## config.mk

```make
export PLATFORM = sky130hd
export DESIGN_NAME = extended_hamming_block_codec_unit
export DESIGN_NICKNAME = d
export VERILOG_FILES = /design/src/hw/rtl/ehc_pkg.sv /design/src/hw/rtl/ehc_syndrome.sv /design/src/hw/rtl/ehc_correct.sv /design/src/hw/rtl/extended_hamming_block_codec_unit.sv
export SDC_FILE = /design/constraint.sdc
export NUM_CORES = 1
export LEC_CHECK = 0
export BUFFER_PORTS_ARGS = -buffer_cell sky130_fd_sc_hd__buf_2
export CAP_MARGIN = 20
export CORE_ASPECT_RATIO = 1.1
export CORE_MARGIN = 2
export CORE_UTILIZATION = 40
export CTS_BUF_LIST = sky130_fd_sc_hd__clkbuf_2 sky130_fd_sc_hd__clkbuf_4 sky130_fd_sc_hd__clkbuf_8
export DETAILED_ROUTE_END_ITERATION = 10
export GPL_ROUTABILITY_DRIVEN = 0
export PLACE_DENSITY = 0.61
export REMOVE_ABC_BUFFERS = 1
export SYNTH_ARGS = -nofsm -noshare
export SYNTH_HDL_FRONTEND = slang
export SYNTH_SLANG_ARGS = --single-unit
```

## constraint.sdc

```tcl
create_clock -name clk -period 8.2 [get_ports clk]
set_clock_uncertainty 0.05 [all_clocks]
set_input_delay 1.64 -clock clk [delete_from_list [all_inputs] [get_ports clk]]
set_output_delay 1.64 -clock clk [all_outputs]
set_load 0.02 [all_outputs]
```

## src/hw/rtl/ehc_pkg.sv

```systemverilog
// ----------------------------------------------------------------------------
// Extended Hamming codec package
// Shared sizes, status and command codes, and block masks for the codec.
// ----------------------------------------------------------------------------
package ehc_pkg;

  // Block geometry. SIDE may range from 4 to 8; everything below follows it.
  localparam int SIDE   = 8;
  localparam int NBITS  = SIDE * SIDE;
  localparam int BLK_W  = 64;
  localparam int SYN_W  = 6;
  localparam int STAT_W = 2;

  // Command codes.
  localparam logic CMD_ENCODE = 1'b0;
  localparam logic CMD_CHECK  = 1'b1;

  // Status codes.
  localparam logic [STAT_W-1:0] ST_CLEAN  = 2'd0;
  localparam logic [STAT_W-1:0] ST_CORR   = 2'd1;
  localparam logic [STAT_W-1:0] ST_DOUBLE = 2'd2;

  // Bits of the 64-bit port that belong to the block.
  function automatic logic [BLK_W-1:0] calc_block_mask();
    logic [BLK_W-1:0] m;
    m = '0;
    for (int i = 0; i < NBITS; i++) begin
      m[i] = 1'b1;
    end
    return m;
  endfunction

  // Overall parity at position 0 and Hamming parity at each power of two.
  function automatic logic [BLK_W-1:0] calc_parity_mask();
    logic [BLK_W-1:0] m;
    m = '0;
    for (int i = 0; i < NBITS; i++) begin
      if ((i & (i - 1)) == 0) begin
        m[i] = 1'b1;
      end
    end
    return m;
  endfunction

  localparam logic [BLK_W-1:0] BLOCK_MASK  = calc_block_mask();
  localparam logic [BLK_W-1:0] PARITY_MASK = calc_parity_mask();

  // Syndrome and overall parity of one block, passed from the syndrome generator to the correction logic.
  typedef struct packed {
    logic [SYN_W-1:0] syndrome;
    logic             parity;
  } ehc_syn_t;

endpackage

```

## src/hw/rtl/ehc_syndrome.sv

```systemverilog
// ----------------------------------------------------------------------------
// Syndrome generator
// Masks the block, then forms the index XOR and the overall parity of it.
// ----------------------------------------------------------------------------
module ehc_syndrome (
  input  logic                 cmd,
  input  logic [ehc_pkg::BLK_W-1:0] blk,
  output logic [ehc_pkg::BLK_W-1:0] blk_masked,
  output ehc_pkg::ehc_syn_t    syn
);
  import ehc_pkg::*;

  logic [SYN_W-1:0] syn_acc;

  // In encode mode the incoming parity positions are cleared first.
  assign blk_masked = (cmd == CMD_CHECK) ? (blk & BLOCK_MASK)
                                         : (blk & BLOCK_MASK & ~PARITY_MASK);

  always_comb begin
    syn_acc = '0;
    for (int i = 0; i < NBITS; i++) begin
      if (blk_masked[i]) begin
        syn_acc = syn_acc ^ SYN_W'(i);
      end
    end
  end

  assign syn.syndrome = syn_acc;
  assign syn.parity   = ^blk_masked;

endmodule

```

## src/hw/rtl/ehc_correct.sv

```systemverilog
// ----------------------------------------------------------------------------
// Parity insertion and single-error correction
// Builds the codeword in encode mode, or classifies and repairs in check mode.
// ----------------------------------------------------------------------------
module ehc_correct (
  input  logic                       cmd,
  input  logic [ehc_pkg::BLK_W-1:0]  blk_masked,
  input  ehc_pkg::ehc_syn_t          syn,
  output logic [ehc_pkg::BLK_W-1:0]  block_out,
  output logic [ehc_pkg::SYN_W-1:0]  syndrome,
  output logic [ehc_pkg::STAT_W-1:0] status
);
  import ehc_pkg::*;

  logic [BLK_W-1:0] enc_ham;
  logic [BLK_W-1:0] enc_word;
  logic [BLK_W-1:0] flip_bit;
  logic             syn_in_block;

  // Place each syndrome bit at its power-of-two position.
  always_comb begin
    enc_ham = '0;
    for (int k = 0; k < SYN_W; k++) begin
      if ((1 << k) < NBITS) begin
        enc_ham[1 << k] = syn.syndrome[k];
      end
    end
  end

  // Overall parity makes the whole codeword even.
  always_comb begin
    enc_word    = blk_masked | enc_ham;
    enc_word[0] = ^(blk_masked | enc_ham);
  end

  assign syn_in_block = ({1'b0, syn.syndrome} < (SYN_W + 1)'(NBITS));
  assign flip_bit     = BLK_W'(1) << syn.syndrome;

  always_comb begin
    block_out = blk_masked;
    syndrome  = '0;
    status    = ST_CLEAN;
    if (cmd == CMD_ENCODE) begin
      block_out = enc_word;
    end else begin
      syndrome = syn.syndrome;
      priority if (syn.parity && syn_in_block) begin
        block_out = (blk_masked ^ flip_bit) & BLOCK_MASK;
        status    = ST_CORR;
      end else if (syn.parity) begin
        status    = ST_DOUBLE;
      end else if (syn.syndrome != '0) begin
        status    = ST_DOUBLE;
      end else begin
        status    = ST_CLEAN;
      end
    end
  end

endmodule

```

## src/hw/rtl/extended_hamming_block_codec_unit.sv

```systemverilog
// ----------------------------------------------------------------------------
// Extended Hamming block codec unit
// SECDED encoder and checker for one SIDE by SIDE bit block per request.
// ----------------------------------------------------------------------------
// The unit takes one request per cycle while in_stall is low and returns one
// result per request from its result register. A request
// first lands in an input register; the syndrome XOR tree, the parity
// insertion and the single-bit repair then run in one combinational pass into
// the result register. Sustained throughput is one request per clock, set by
// that single pass; stalls on the result side hold the result register and,
// when the input register is also full, stall the input side. With cmd low
// the parity positions of the block are recomputed and the codeword returned
// with syndrome and status zero. With cmd high the block is checked: clean,
// single error corrected, or double error detected. Bits of block_in above
// SIDE*SIDE are ignored and those of block_out are zero.
module extended_hamming_block_codec_unit (
  input  logic                       clk,
  input  logic                       rst_n,
  input  logic                       in_valid,
  output logic                       in_stall,
  input  logic                       in_cmd,
  input  logic [ehc_pkg::BLK_W-1:0]  in_block_in,
  output logic                       out_valid,
  input  logic                       out_stall,
  output logic [ehc_pkg::BLK_W-1:0]  out_block_out,
  output logic [ehc_pkg::SYN_W-1:0]  out_syndrome,
  output logic [ehc_pkg::STAT_W-1:0] out_status
);
  import ehc_pkg::*;

  // Input register stage.
  logic             s1_valid_r;
  logic             s1_valid_nxt;
  logic             s1_cmd_r;
  logic [BLK_W-1:0] s1_blk_r;

  // Result register stage.
  logic              s2_valid_r;
  logic              s2_valid_nxt;
  logic [BLK_W-1:0]  s2_blk_r;
  logic [SYN_W-1:0]  s2_syn_r;
  logic [STAT_W-1:0] s2_stat_r;

  logic              s2_load;
  logic              in_take;

  logic [BLK_W-1:0]  blk_masked;
  ehc_syn_t          syn;
  logic [BLK_W-1:0]  res_blk;
  logic [SYN_W-1:0]  res_syn;
  logic [STAT_W-1:0] res_stat;

  // The result register can take a new value when it is empty or drained.
  assign s2_load  = !s2_valid_r || !out_stall;
  // The input register is free when empty or when it moves on this cycle.
  assign in_stall = s1_valid_r && !s2_load;
  assign in_take  = in_valid && !in_stall;

  always_comb begin
    s1_valid_nxt = s1_valid_r;
    if (in_take) begin
      s1_valid_nxt = 1'b1;
    end else if (s2_load) begin
      s1_valid_nxt = 1'b0;
    end
  end

  assign s2_valid_nxt = s2_load ? s1_valid_r : s2_valid_r;

  always_ff @(posedge clk) begin
    if (!rst_n) begin
      s1_valid_r <= 1'b0;
      s2_valid_r <= 1'b0;
    end else begin
      s1_valid_r <= s1_valid_nxt;
      s2_valid_r <= s2_valid_nxt;
    end
  end

  always_ff @(posedge clk) begin
    if (in_take) begin
      s1_cmd_r <= in_cmd;
      s1_blk_r <= in_block_in;
    end
  end

  ehc_syndrome u_syndrome (
    .cmd        (s1_cmd_r),
    .blk        (s1_blk_r),
    .blk_masked (blk_masked),
    .syn        (syn)
  );

  ehc_correct u_correct (
    .cmd        (s1_cmd_r),
    .blk_masked (blk_masked),
    .syn        (syn),
    .block_out  (res_blk),
    .syndrome   (res_syn),
    .status     (res_stat)
  );

  always_ff @(posedge clk) begin
    if (s2_load && s1_valid_r) begin
      s2_blk_r  <= res_blk;
      s2_syn_r  <= res_syn;
      s2_stat_r <= res_stat;
    end
  end

  assign out_valid     = s2_valid_r;
  assign out_block_out = s2_blk_r;
  assign out_syndrome  = s2_syn_r;
  assign out_status    = s2_stat_r;

`ifndef SYNTHESIS
  // A request in the input register moves to the output when it is free.
  a_advance: assert property (@(posedge clk) disable iff (!rst_n)
    (s1_valid_r && s2_load) |=> out_valid)
    else $error("request lost between input and result registers");

  // A corrected block always carries even overall parity.
  a_corr_even: assert property (@(posedge clk) disable iff (!rst_n)
    (out_valid && out_status == ST_CORR) |-> (^out_block_out == 1'b0))
    else $error("corrected block has odd parity");

  // A clean result never reports a nonzero syndrome.
  a_clean_syn: assert property (@(posedge clk) disable iff (!rst_n)
    (out_valid && out_status == ST_CLEAN) |-> (out_syndrome == '0))
    else $error("clean status with nonzero syndrome");

  // Input stalls only while the input register holds a waiting request.
  a_stall_full: assert property (@(posedge clk) disable iff (!rst_n)
    in_stall |-> (s1_valid_r && out_valid && out_stall))
    else $error("input stalled without a full pipeline");
`endif

endmodule

```

# ---- Word-level counts from Yosys, hierarchy flattened
# Index checks and enable logic that the tools add are counted.
dict set report classes {
  shifts 1
  n_reduce_logical 13
  muxes 70
  bitwise 65
}
# cell count
set ops {}
lappend ops {{$mux W6} 32}
lappend ops {{$mux W64} 2}
lappend ops {{$reduce_xor A64 Y1} 2}
lappend ops {{$mux W5} 16}
lappend ops {{$or A64 B33 Y64} 1}
lappend ops {{$shl A1 B6 Y64 const A} 1}
lappend ops {{$xor A64 B64 Y64} 1}
lappend ops {{$not A3 Y3} 20}
lappend ops {{$not A4 Y4} 15}
lappend ops {{$mux W33} 1}
lappend ops {{$mux W4} 8}
lappend ops {{$not A2 Y2} 15}
lappend ops {{$not A5 Y5} 6}
lappend ops {{$mux W3} 4}
lappend ops {{$mux W2} 3}
lappend ops {{$not A6 Y6} 1}
lappend ops {{$reduce_bool A6 Y1} 1}
lappend ops {{$not A1 Y1 const A} 5}
lappend ops {{$logic_not A1 Y1} 4}
lappend ops {{$mux W1} 4}
lappend ops {{$logic_and A1 B1 Y1} 3}
lappend ops {{$reduce_bool A2 Y1} 1}
lappend ops {{$reduce_or A2 Y1} 1}
lappend ops {{$logic_or A1 B1 Y1} 1}
lappend ops {{$not A1 Y1} 1}
dict set report word_totals {
  regBits 139
  out_inout_bits 74
  inputBits 69
}

# ---- Longest topological paths before layout
dict set report logic_depth {
  depth_word 125
  depth_mapped 12
  mapped_depth_nobuf 9
}

# ---- By module
# Synthesis repeated with hierarchy kept, for this count alone.
dict set report unflattened {
  cells_unflattened 577
  hier_area_um2 7502.2
}
# module cells_per_inst area_per_inst_um2 seq_area_each_um2 n_inst
set by_module_without_submodules {}
lappend by_module_without_submodules {extended_hamming_block_codec_unit 145 4197.8 4154.0 1}
lappend by_module_without_submodules {ehc_correct 252 1721.7 0.0 1}
lappend by_module_without_submodules {ehc_syndrome 180 1582.8 0.0 1}

# ---- Least setup slack after synthesis
# No wires, ideal clock.
dict set report synth_path {
  path_kind {input to register}
  startpoint {input out_stall}
  endpoint {register s2_blk_r[0], in the netlist out_block_out[0] (enable)}
  n_path_buf 0
  cell_stages 1
  required_time_ns 7.539
  path_slack_ns 0.657
  arrival_time_ns 6.882
  cell_sequence {a21boi_0}
}
dict set report synth_between {
  elab_chain_len 3
}
# element line
set synth_lines {}
lappend synth_lines {{start, declared} extended_hamming_block_codec_unit.sv:24} ;# input logic out_stall,
lappend synth_lines {{$logic_not A1 Y1} extended_hamming_block_codec_unit.sv:54} ;# assign s2_load = !s2_valid_r || !out_stall;
lappend synth_lines {{$logic_or A1 B1 Y1} extended_hamming_block_codec_unit.sv:54}
lappend synth_lines {{$logic_and A1 B1 Y1} extended_hamming_block_codec_unit.sv:104} ;# if (s2_load && s1_valid_r) begin
lappend synth_lines {{end signal, assigned} extended_hamming_block_codec_unit.sv:105} ;# s2_blk_r <= res_blk;
lappend synth_lines {{end, declared} extended_hamming_block_codec_unit.sv:40} ;# logic [BLK_W-1:0] s2_blk_r;
# Every way passes these cells.
# A chain may end at the register's enable or synchronous reset.

# ---- Worst setup path after layout
dict set report layout_path {
  startpoint {register s1_cmd_r}
  endpoint {register s2_blk_r[34], in the netlist out_block_out[34], data pin}
}
dict set report layout_between {
  elab_chain_len 99
  word_cells_on_any_way 126
}
# element line
set layout_lines {}
lappend layout_lines {{start, declared} extended_hamming_block_codec_unit.sv:34} ;# logic s1_cmd_r;
lappend layout_lines {{start signal, assigned} extended_hamming_block_codec_unit.sv:82} ;# s1_cmd_r <= in_cmd;
lappend layout_lines {{$mux W33} ehc_syndrome.sv:16} ;# assign blk_masked = (cmd == CMD_CHECK) ? (blk & BLOCK_MASK)
lappend layout_lines {{$mux W1} ehc_syndrome.sv:22} ;# if (blk_masked[i]) begin
lappend layout_lines {{$mux W2} ehc_syndrome.sv:22}
lappend layout_lines {{$not A2 Y2 (no line)} -}
lappend layout_lines {{$mux W2} ehc_syndrome.sv:22}
lappend layout_lines {{$mux W3} ehc_syndrome.sv:22}
lappend layout_lines {{$not A2 Y2 (no line)} -}
lappend layout_lines {{$mux W3 (2 in a row)} ehc_syndrome.sv:22}
lappend layout_lines {{(+82 left out)} -}
lappend layout_lines {{$mux W6 (2 in a row)} ehc_syndrome.sv:22}
lappend layout_lines {{$not A6 Y6 (no line)} -}
lappend layout_lines {{$mux W6} ehc_syndrome.sv:22}
lappend layout_lines {{$shl A1 B6 Y64} ehc_correct.sv:37} ;# assign flip_bit = BLK_W'(1) << syn.syndrome;
lappend layout_lines {{$xor A64 B64 Y64} ehc_correct.sv:48} ;# block_out = (blk_masked ^ flip_bit) & BLOCK_MASK;
lappend layout_lines {{$mux W64} ehc_correct.sv:47} ;# priority if (syn.parity && syn_in_block) begin
lappend layout_lines {{$mux W64 *} ehc_correct.sv:43} ;# if (cmd == CMD_ENCODE) begin
lappend layout_lines {{via res_blk[34]} extended_hamming_block_codec_unit.sv:49} ;# logic [BLK_W-1:0] res_blk;
# The timed path passes the listed nets; every way through them passes the cells marked *.

==> results.cfg <==
[status]
outcome = completed

[worst_setup_path]
worstSetupEndpointType = flip-flop
required_time_of_the_worst_setup_path_ns = 8.35
crit_fanout = 28
criticalPathCategory = flip-flop to flip-flop
worst_ep_arrival_time_ns = 4.13
timing.critical_path.from_type = flip-flop

[yosys]
synth_top_flop_cell = sky130_fd_sc_hd__edfxtp_1
synth.top_cell.area_share_pct = 59.6
synth-seq-area-share_pct = 60.2
synth_area_leader_cell = sky130_fd_sc_hd__edfxtp_1
synth.lib_cells_used.distinct = 39
syn-mean-instance-area_sq_um = 14.2
synthMostInstantiatedCell = sky130_fd_sc_hd__edfxtp_1
post_synth_main_area_contributors = sky130_fd_sc_hd__edfxtp_1, sky130_fd_sc_hd__xnor2_1, sky130_fd_sc_hd__xor2_1
postSynthCellCount = 488
number_of_enable_type_register_cells_in_the_synthesized_netlist = 137
synth_warnings = 0
mappedNetlistArea_sq_um = 6910
synth_async_sr_flop_share_pct = 0
synth-seq-cells = 139
post_synth_most_frequent_cells = sky130_fd_sc_hd__edfxtp_1, sky130_fd_sc_hd__xnor2_1, sky130_fd_sc_hd__nand2_1

[die]
floorplan.initialDensity_pct = 40.7
num_rows = 50
floorplan.die_area_sq_um = 18300
die_y_um = 142
core_area_sq_um = 17000
num_io_pins = 143
chipWidth_um = 129

[timing]
fin_setup_tns_ns = 0
fin_crit_sh_pct = 48.5
finalHoldViolCount = 0
finalMaxSlewViolations = 0
final_period_minus_worst_setup_slack_ns = 3.98
setup_slack_ns = 4.22
setup-violations-final = 0
rsz0062_at_grt = false
max-slew-margin-rel_pct = 37.2
whs_ns = 0.484
fmaxAchievable_mhz = 251
tightestPinTransition_ns = 0.942

[clock_network]
maximum_root_to_sink_buffer_count = 2
cts_buffers = 17
clkLatencyLatePin_ns = 0.45
clkSinkCount = 139
post_cts_resized = 0
path_clk_slew_ns = 0.08
tritoncts_clock_tree = done
cts_max_level = 4
post-cts-setup-buffers = 0
cts.root.buffer_cell = sky130_fd_sc_hd__clkbuf_8
holdBufCountCts = 0

[cells_and_area]
ant_diodes = 0
nets = 710
layout_cell_share_with_drive_strength_beyond_1_pct = 30.7
finalInstanceArea_sq_um = 8340
syn_to_final_growth_pct = 20.7
fin_util_pct = 49.2
fillerInstances = 1534

[pwr]
power.density_nw_per_um2 = 359
vdd_drop_max_mv = 0.220
power_leakage_nw = 3.20

[global_route]
grt_max_degree = 73
global_route.usage.total_pct = 18.1
grt_pass1_vias = 4430
grt_first_pass_wirelength_um = 24200
globalRouteOverflowTotal = 0
grt_antenna_before_repair = 0

[placement]
placed_cell_area_sq_um = 7890
buffer_ports.inserted = 142
pre_cts_ws_ns = 4.27
place_hpwl_um = 11700

[drt]
detail_route.first_pass.iterations = 4
routed_wire_length_per_instance_um = 17.9
finalWirelength_um = 15900
dr_total_vias = 4104
vias_per_cell = 4.62
drtAntennaViolNets = 0
count_of_unresolved_drc_violations_after_routing = 0
drtIter0Drc = 257

[worst_hold_path]
timing.hold.worst.class = flip-flop to flip-flop

[flow_run]
drv_cap = 0
layout make-up:
type                            instances  area [sq um]  area share, %
Clock buffer                           17           234           2.81
Sequential cell                       139          4150           49.8
Timing Repair Buffer                  145           733           8.79
Inverter                                1          3.75         0.0450
Multi-Input combinational cell        337          2710           32.5
Clock inverter                         15           213           2.55
Tap cell                              234           293           3.51
metrics by stage:
step | std cells | total power, W
final | 888 | 0.00299
after CTS | 888 | 0.00301
after floorplan | 477 | 0.00199
after global placement | 856 | 0.00237
after detailed placement | 856 | 0.00238
after global routing | 888 | 0.00317
power by group:
group	total [W]	switching [W]	leakage, nW	internal (W)
Clock	0.000623	0.000285	0.220	0.000338
Sequential	0.000921	0.0000366	1.33	0.000885
Combinational	0.00144	0.000917	1.65	0.000527
Total	0.00299	0.00124	3.20	0.00175
metal layers:
metal	up-vias	wire (um)	global-route usage, %
met5	-	0	0
met4	0	223	6.06
met3	14	866	4.64
met2	131	8030	30.5
met1	1985	6790	22.7
li1	1974	-	-
flip-flops by register name (all words and copies together) (netlist names):
signal	count
out_status	2
s1_cmd_r	1
s1_blk_r	64
s1_valid_r	1
out_block_out	64
out_syndrome	6
out_valid	1
kinds of logic (layout without fill, tap and decap cells):
family	Yosys count	in the layout	share of synthesized area, %
simple gates	142	142	9.91
buf+inv	12	178	0.924
compound gates	8	8	0.707
flops	139	139	60.2
mux	10	10	1.49
xor+xnor	177	177	26.8
cells in the final DEF, fill, tap and decap left out, types with 2 or more instances in the layout:
cell type and instances:
sky130_fd_sc_hd__nand3_1 2, sky130_fd_sc_hd__nor3_2 3, sky130_fd_sc_hd__mux2i_1 8, sky130_fd_sc_hd__nor2b_1 5, sky130_fd_sc_hd__buf_4 3, sky130_fd_sc_hd__xnor2_2 2, sky130_fd_sc_hd__and3_1 2, sky130_fd_sc_hd__nor2_1 44
sky130_fd_sc_hd__nand2_1 53, sky130_fd_sc_hd__xnor3_1 14, sky130_fd_sc_hd__clkinvlp_4 2, sky130_fd_sc_hd__dfxtp_1 2, sky130_fd_sc_hd__edfxtp_1 137, sky130_fd_sc_hd__nor3_1 2, sky130_fd_sc_hd__or2_1 3, sky130_fd_sc_hd__nor4_1 3
sky130_fd_sc_hd__bufinv_16 4, sky130_fd_sc_hd__clkbuf_8 17, sky130_fd_sc_hd__a21oi_1 4, sky130_fd_sc_hd__o21a_1 2, sky130_fd_sc_hd__and2_1 7, sky130_fd_sc_hd__mux2_2 2, sky130_fd_sc_hd__xor2_1 49, sky130_fd_sc_hd__inv_6 5
sky130_fd_sc_hd__buf_2 142, sky130_fd_sc_hd__xnor2_4 2, sky130_fd_sc_hd__clkinv_4 2, sky130_fd_sc_hd__xnor2_1 106, sky130_fd_sc_hd__nor2_2 7, sky130_fd_sc_hd__nand2b_1 4
worst max-delay path, stage by stage, from the launching register on:
cell and delay (ns):
sky130_fd_sc_hd__edfxtp_1 0.92, sky130_fd_sc_hd__nand2_1 0.23, sky130_fd_sc_hd__xor2_1 0.22, sky130_fd_sc_hd__xnor3_1 0.34
sky130_fd_sc_hd__xnor3_2 0.45, sky130_fd_sc_hd__xor2_4 0.21, sky130_fd_sc_hd__nand4bb_1 0.50, sky130_fd_sc_hd__or2_1 0.54
sky130_fd_sc_hd__nor2_2 0.18, sky130_fd_sc_hd__xor2_1 0.08
worst paths after layout:
kind / cells after the start / start / endpoint / slack [ns]
worst min-delay path: 2 / s1_valid_r / out_valid / 0.48
worst max-delay path: 9 / s1_cmd_r / out_block_out[34] / 4.22
worst min register to register: 2 / s1_valid_r / out_valid / 0.48
worst max register to register: 9 / s1_cmd_r / out_block_out[34] / 4.22
Power figures use the tool's default switching activity.
